**src/rtl/core/hnm_pkg.sv**
```systemverilog
`timescale 1ns / 1ps
package hnm_pkg;

   localparam int MAX_TRAIN = 1024;
   localparam int IDX_W     = $clog2(MAX_TRAIN);
   localparam int CNT_W     = IDX_W + 1;
   localparam int WORD_W    = 64;
   localparam int NUM_WORDS = 4;
   localparam int ROW_W     = WORD_W * NUM_WORDS;
   localparam int DIST_W    = 9;
   localparam int POP_W     = 7;
   localparam int Q8_SHIFT  = 8;

   // action codes
   localparam logic [1:0] ACT_CLEAR  = 2'd0;
   localparam logic [1:0] ACT_APPEND = 2'd1;
   localparam logic [1:0] ACT_QUERY  = 2'd2;
   // spare code, ignored by the block
   localparam logic [1:0] ACT_UNUSED = 2'd3;

   // register select (byte address bit 2)
   localparam logic REG_RATIO   = 1'b0;
   localparam logic REG_MAXDIST = 1'b1;

   localparam logic [DIST_W-1:0] DIST_NONE = '1;

   typedef enum logic [1:0] {
      ST_IDLE,
      ST_SCAN,
      ST_DRAIN,
      ST_DONE
   } state_type;

   // word moving down the cell chain
   typedef struct packed {
      logic              valid;
      logic [IDX_W-1:0]  idx;
      logic [DIST_W-1:0] hdist;
   } tag_type;

   function automatic logic [POP_W-1:0] pop_word(input logic [WORD_W-1:0] x);
      logic [POP_W-1:0] n;
      n = '0;
      for (int b = 0; b < WORD_W; b++) begin
         n = n + POP_W'(x[b]);
      end
      return n;
   endfunction

endpackage

```
**src/rtl/core/hnm_cell.sv**
```systemverilog
`timescale 1ns / 1ps
module hnm_cell
   import hnm_pkg::*;
(
   input  logic              clock,
   input  logic              reset,
   input  logic [WORD_W-1:0] qword,
   input  tag_type           tag_in,
   input  logic [ROW_W-1:0]  row_in,
   output tag_type           tag_ff,
   output logic [ROW_W-1:0]  row_ff
);

   tag_type tag_in_sum;

   // add this word's distance to the running sum
   always_comb begin
      tag_in_sum       = tag_in;
      tag_in_sum.hdist = tag_in.hdist
                         + DIST_W'(pop_word(qword ^ row_in[WORD_W-1:0]));
   end

   always_ff @(posedge clock) begin
      if (reset) begin
         tag_ff <= '0;
      end else begin
         tag_ff <= tag_in_sum;
      end
   end

   // hand the remaining words to the next cell
   always_ff @(posedge clock) begin
      row_ff <= {{WORD_W{1'b0}}, row_in[ROW_W-1:WORD_W]};
   end

endmodule

```
**config.mk**
```make
export PLATFORM = sky130hd
export DESIGN_NAME = hnm_cell
export DESIGN_NICKNAME = d
export VERILOG_FILES = /design/src/rtl/core/hnm_pkg.sv /design/src/rtl/core/hnm_cell.sv
export SDC_FILE = /design/constraint.sdc
export NUM_CORES = 1
export LEC_CHECK = 0
export BUFFER_PORTS_ARGS = -buffer_cell sky130_fd_sc_hd__buf_4
export CAP_MARGIN = 30
export CORE_AREA = 2 2 240 242
export DETAILED_ROUTE_END_ITERATION = 10
export DIE_AREA = 0 0 242 244
export SYNTH_ARGS = -nofsm -noshare
export SYNTH_HDL_FRONTEND = slang
export SYNTH_SLANG_ARGS = --single-unit
```
**constraint.sdc**
```tcl
create_clock -name clock -period 7.6 [get_ports clock]
set_clock_uncertainty 0.15 [all_clocks]
set_input_delay 0.76 -clock clock [delete_from_list [all_inputs] [get_ports clock]]
set_output_delay 0.76 -clock clock [all_outputs]
set_load 0.02 [all_outputs]
```
==> flow_metrics.env <==
export IMPL_row_count=87
export IMPL_setup_ws_ns=1.03
export IMPL_max_clock_freq_mhz=152
export IMPL_num_vias=5714
export IMPL_wl_um=33900
export IMPL_initial_core_util=0.130
export IMPL_drive_gt1_frac=0.525
export IMPL_synth_simple_area_share=0.0294
export IMPL_nets=1546
export IMPL_first_global_vias=6219
export IMPL_clk_path_buf_depth=3
export IMPL_synth_area_um2=7330
export IMPL_ir_drop_v=0.000968
export IMPL_holdPathEnd="row_ff[61]"
export IMPL_synth_cell_types=32
export IMPL_drc_errors=0
export IMPL_power_switching_mw=3.85
export IMPL_synthToLayoutAreaGrowth_pct=78.4
export IMPL_numPortBuffers=553
export IMPL_antenna_left=0
export IMPL_clk_root_buffer_cell="clkbuf_16"
export IMPL_power_internal_mw=4.72
export IMPL_hold_violations=0
export IMPL_maxSlewViolCount=0
export IMPL_outcome="complete, no violations"
export IMPL_gp_congestion=0.806
export IMPL_nFillCells=6027
export IMPL_seq_area_frac_synth=0.579
export IMPL_wl_per_cell_um=17.8
export IMPL_grt_max_degree=26
export IMPL_grt_pass1_wl_um=45500
export IMPL_cts_resized=0
export IMPL_clk_pin_slew_worst_paths_ns=0.06
export IMPL_dp_worst_setup_slack_ns=0.424
export IMPL_core_um2=56200
export IMPL_post_route_min_period_ns=6.57
export IMPL_synth_avg_cell_area_um2=13.5
export IMPL_cts_tree="yes"
export IMPL_via_per_inst=3.01
export IMPL_synth_warnings=0
export IMPL_synthXorXnorAreaFrac=0.0801
export IMPL_ys_ff_latch=212
export IMPL_dr_pass1_iters=4
export IMPL_dieHeight_um=244
export IMPL_fp_dieW_um=242
export IMPL_leakagePower_nw=6.39
export IMPL_maxCapViolCount=0
export IMPL_holdBufCountCts=0
export IMPL_worst_ep_required_time_ns=7.93
export IMPL_combPwrFrac=0.701
export IMPL_period_share=0.865
export IMPL_setup_viol=0
export IMPL_io_pins=618
export IMPL_seq_area_um2=4240
export IMPL_switching_share=0.449
export IMPL_final_common_cell="buf_4"
export IMPL_cellPowerDensity_nw_per_um2=656
export IMPL_die_area_um2=59000
export IMPL_hold_depth=1
export IMPL_cts_setup_buffers=0
export IMPL_multiInputGateArea_um2=2600
export IMPL_synth_area_mux_share=0.00154
export IMPL_synth_top_family_by_area="adder cells"
export IMPL_finalSetupTns_ns=0
export IMPL_htree_levels=1
export IMPL_arrival_ns=6.91
export IMPL_dpl_hpwl_um=30400
export IMPL_grt_use_total=0.109
export IMPL_p_seq_frac=0.149
export IMPL_grt_overflow=0
export IMPL_p_clk_frac=0.150
export IMPL_synth_adder_area_share=0.197
export IMPL_syn_inst=544
export IMPL_min_delay_start="row_in[125]"
export IMPL_end_kind="register"
export IMPL_startpoint_type="input pin"
export IMPL_drt_iter0_markers=87
export IMPL_rsz0062_at_grt="false"
export IMPL_cts_made_buffers=26
export IMPL_worst_path_max_fanout=3
export IMPL_min_path_type="input pin to register"
export IMPL_path_class="input pin to register"
export IMPL_antenna_found_initial=3
export IMPL_synth_compound_area_frac=0.0133
export IMPL_cts_sink_count=212
export IMPL_final_cell_mix="buf_4, dfxtp_1, conb_1"
export IMPL_final_util=0.233
power by group through the flow:
stage	logic (mW)	registers, mW	clock network, mW
3_5_place_dp	6.08	1.30	0
4_1_cts	6.11	1.28	1.34
2_1_floorplan	4.51	1.39	0
3_3_place_gp	5.86	1.30	0
6_report	6.01	1.28	1.28
5_1_grt	6.90	1.28	1.38
final cells by class:
cell class              count  area share
repair buffers            553       0.318
diodes                      1    0.000191
clock buffers              34      0.0568
well taps                 756      0.0724
multi-input cells         267       0.199
clock inverters            14      0.0116
flip-flops and latches    212       0.325
inverters                  62      0.0178
metal layers:
layer  track usage  part of all wire
met3        0.0390             0.092
met4        0.0220             0.015
met1         0.110              0.35
met5             0                 0
met2         0.212              0.55
critical path, stage by stage:
cell	delay, ns
buf_4	0.11
xor2_1	0.17
fa_1	0.61
inv_1	0.08
fa_1	0.48
fa_1	0.54
inv_1	0.05
fa_1	0.52
fa_1	0.44
fa_1	0.54
inv_1	0.05
fa_1	0.51
fa_1	0.58
fa_1	0.20
inv_1	0.06
fa_1	0.40
nand3_1	0.14
a21oi_1	0.09
or4_1	0.49
o21ai_1	0.08
worst max-delay path by stage:
stage | slack, ns | from | cells after the start | to
after floorplan | 0.83 | row_in[26] | 19 | tag_ff[8]
after global placement | 0.46 | row_in[32] | 20 | tag_ff[8]
after detailed placement | 0.42 | row_in[32] | 20 | tag_ff[8]
after CTS | 1.03 | row_in[32] | 20 | tag_ff[8]
after global routing | 0.78 | row_in[32] | 20 | tag_ff[8]
final | 1.03 | row_in[32] | 20 | tag_ff[8]
synth_stat cells:
master / number / share of area
dfxtp_1: 212 / 0.58
o21a_2: 1 / 0.0012
a21oi_1: 3 / 0.0020
nor4b_1: 1 / 0.0012
inv_1: 62 / 0.032
o21a_1: 1 / 0.0010
clkbuf_1: 2 / 0.0010
a31o_1: 1 / 0.0012
ha_1: 26 / 0.044
a21o_1: 2 / 0.0020
conb_1: 1 / 0.00051
nor3b_1: 2 / 0.0020
nand3_1: 2 / 0.0014
or4_1: 2 / 0.0020
nor2_1: 8 / 0.0041
o31a_1: 1 / 0.0012
or3_1: 1 / 0.00085
nand2b_1: 1 / 0.00085
nor2b_1: 14 / 0.012
or2b_1: 1 / 0.0010
o22ai_1: 1 / 0.00085
o21ai_0: 2 / 0.0014
a211oi_1: 1 / 0.0010
xor2_1: 39 / 0.047
nand2_1: 2 / 0.0010
mux2_1: 1 / 0.0015
o21ai_1: 2 / 0.0014
buf_4: 64 / 0.066
nor3_1: 3 / 0.0020
nand4_1: 1 / 0.00085
fa_1: 56 / 0.15
xnor2_1: 28 / 0.033
cell families (layout without fill, tap and decap cells):
group	after synthesis	after routing
adders and majority gates	82	82
DFF	212	212
AOI/OAI and AO/OA	15	15
other	1	65
buffers and inverters	128	663
xor gates and xnor gates	67	67
and+or+nand+nor	38	38
muxes	1	1
metrics by stage:
step / hold WS, ns / power, mW / cell area (µm²) / cells
2_1_floorplan: 0.638 / 5.90 / 7560 / 607
3_3_place_gp: 0.715 / 7.16 / 12200 / 1850
3_5_place_dp: 0.716 / 7.38 / 12200 / 1850
4_1_cts: 0.112 / 8.73 / 13100 / 1898
5_1_grt: 0.115 / 9.56 / 13100 / 1898
6_report: 0.159 / 8.57 / 13100 / 1899
registers in the layout, indices dropped and copies added (netlist names):
signal,count
row_ff,192
tag_ff,20
(Power assumes the default switching activity.)
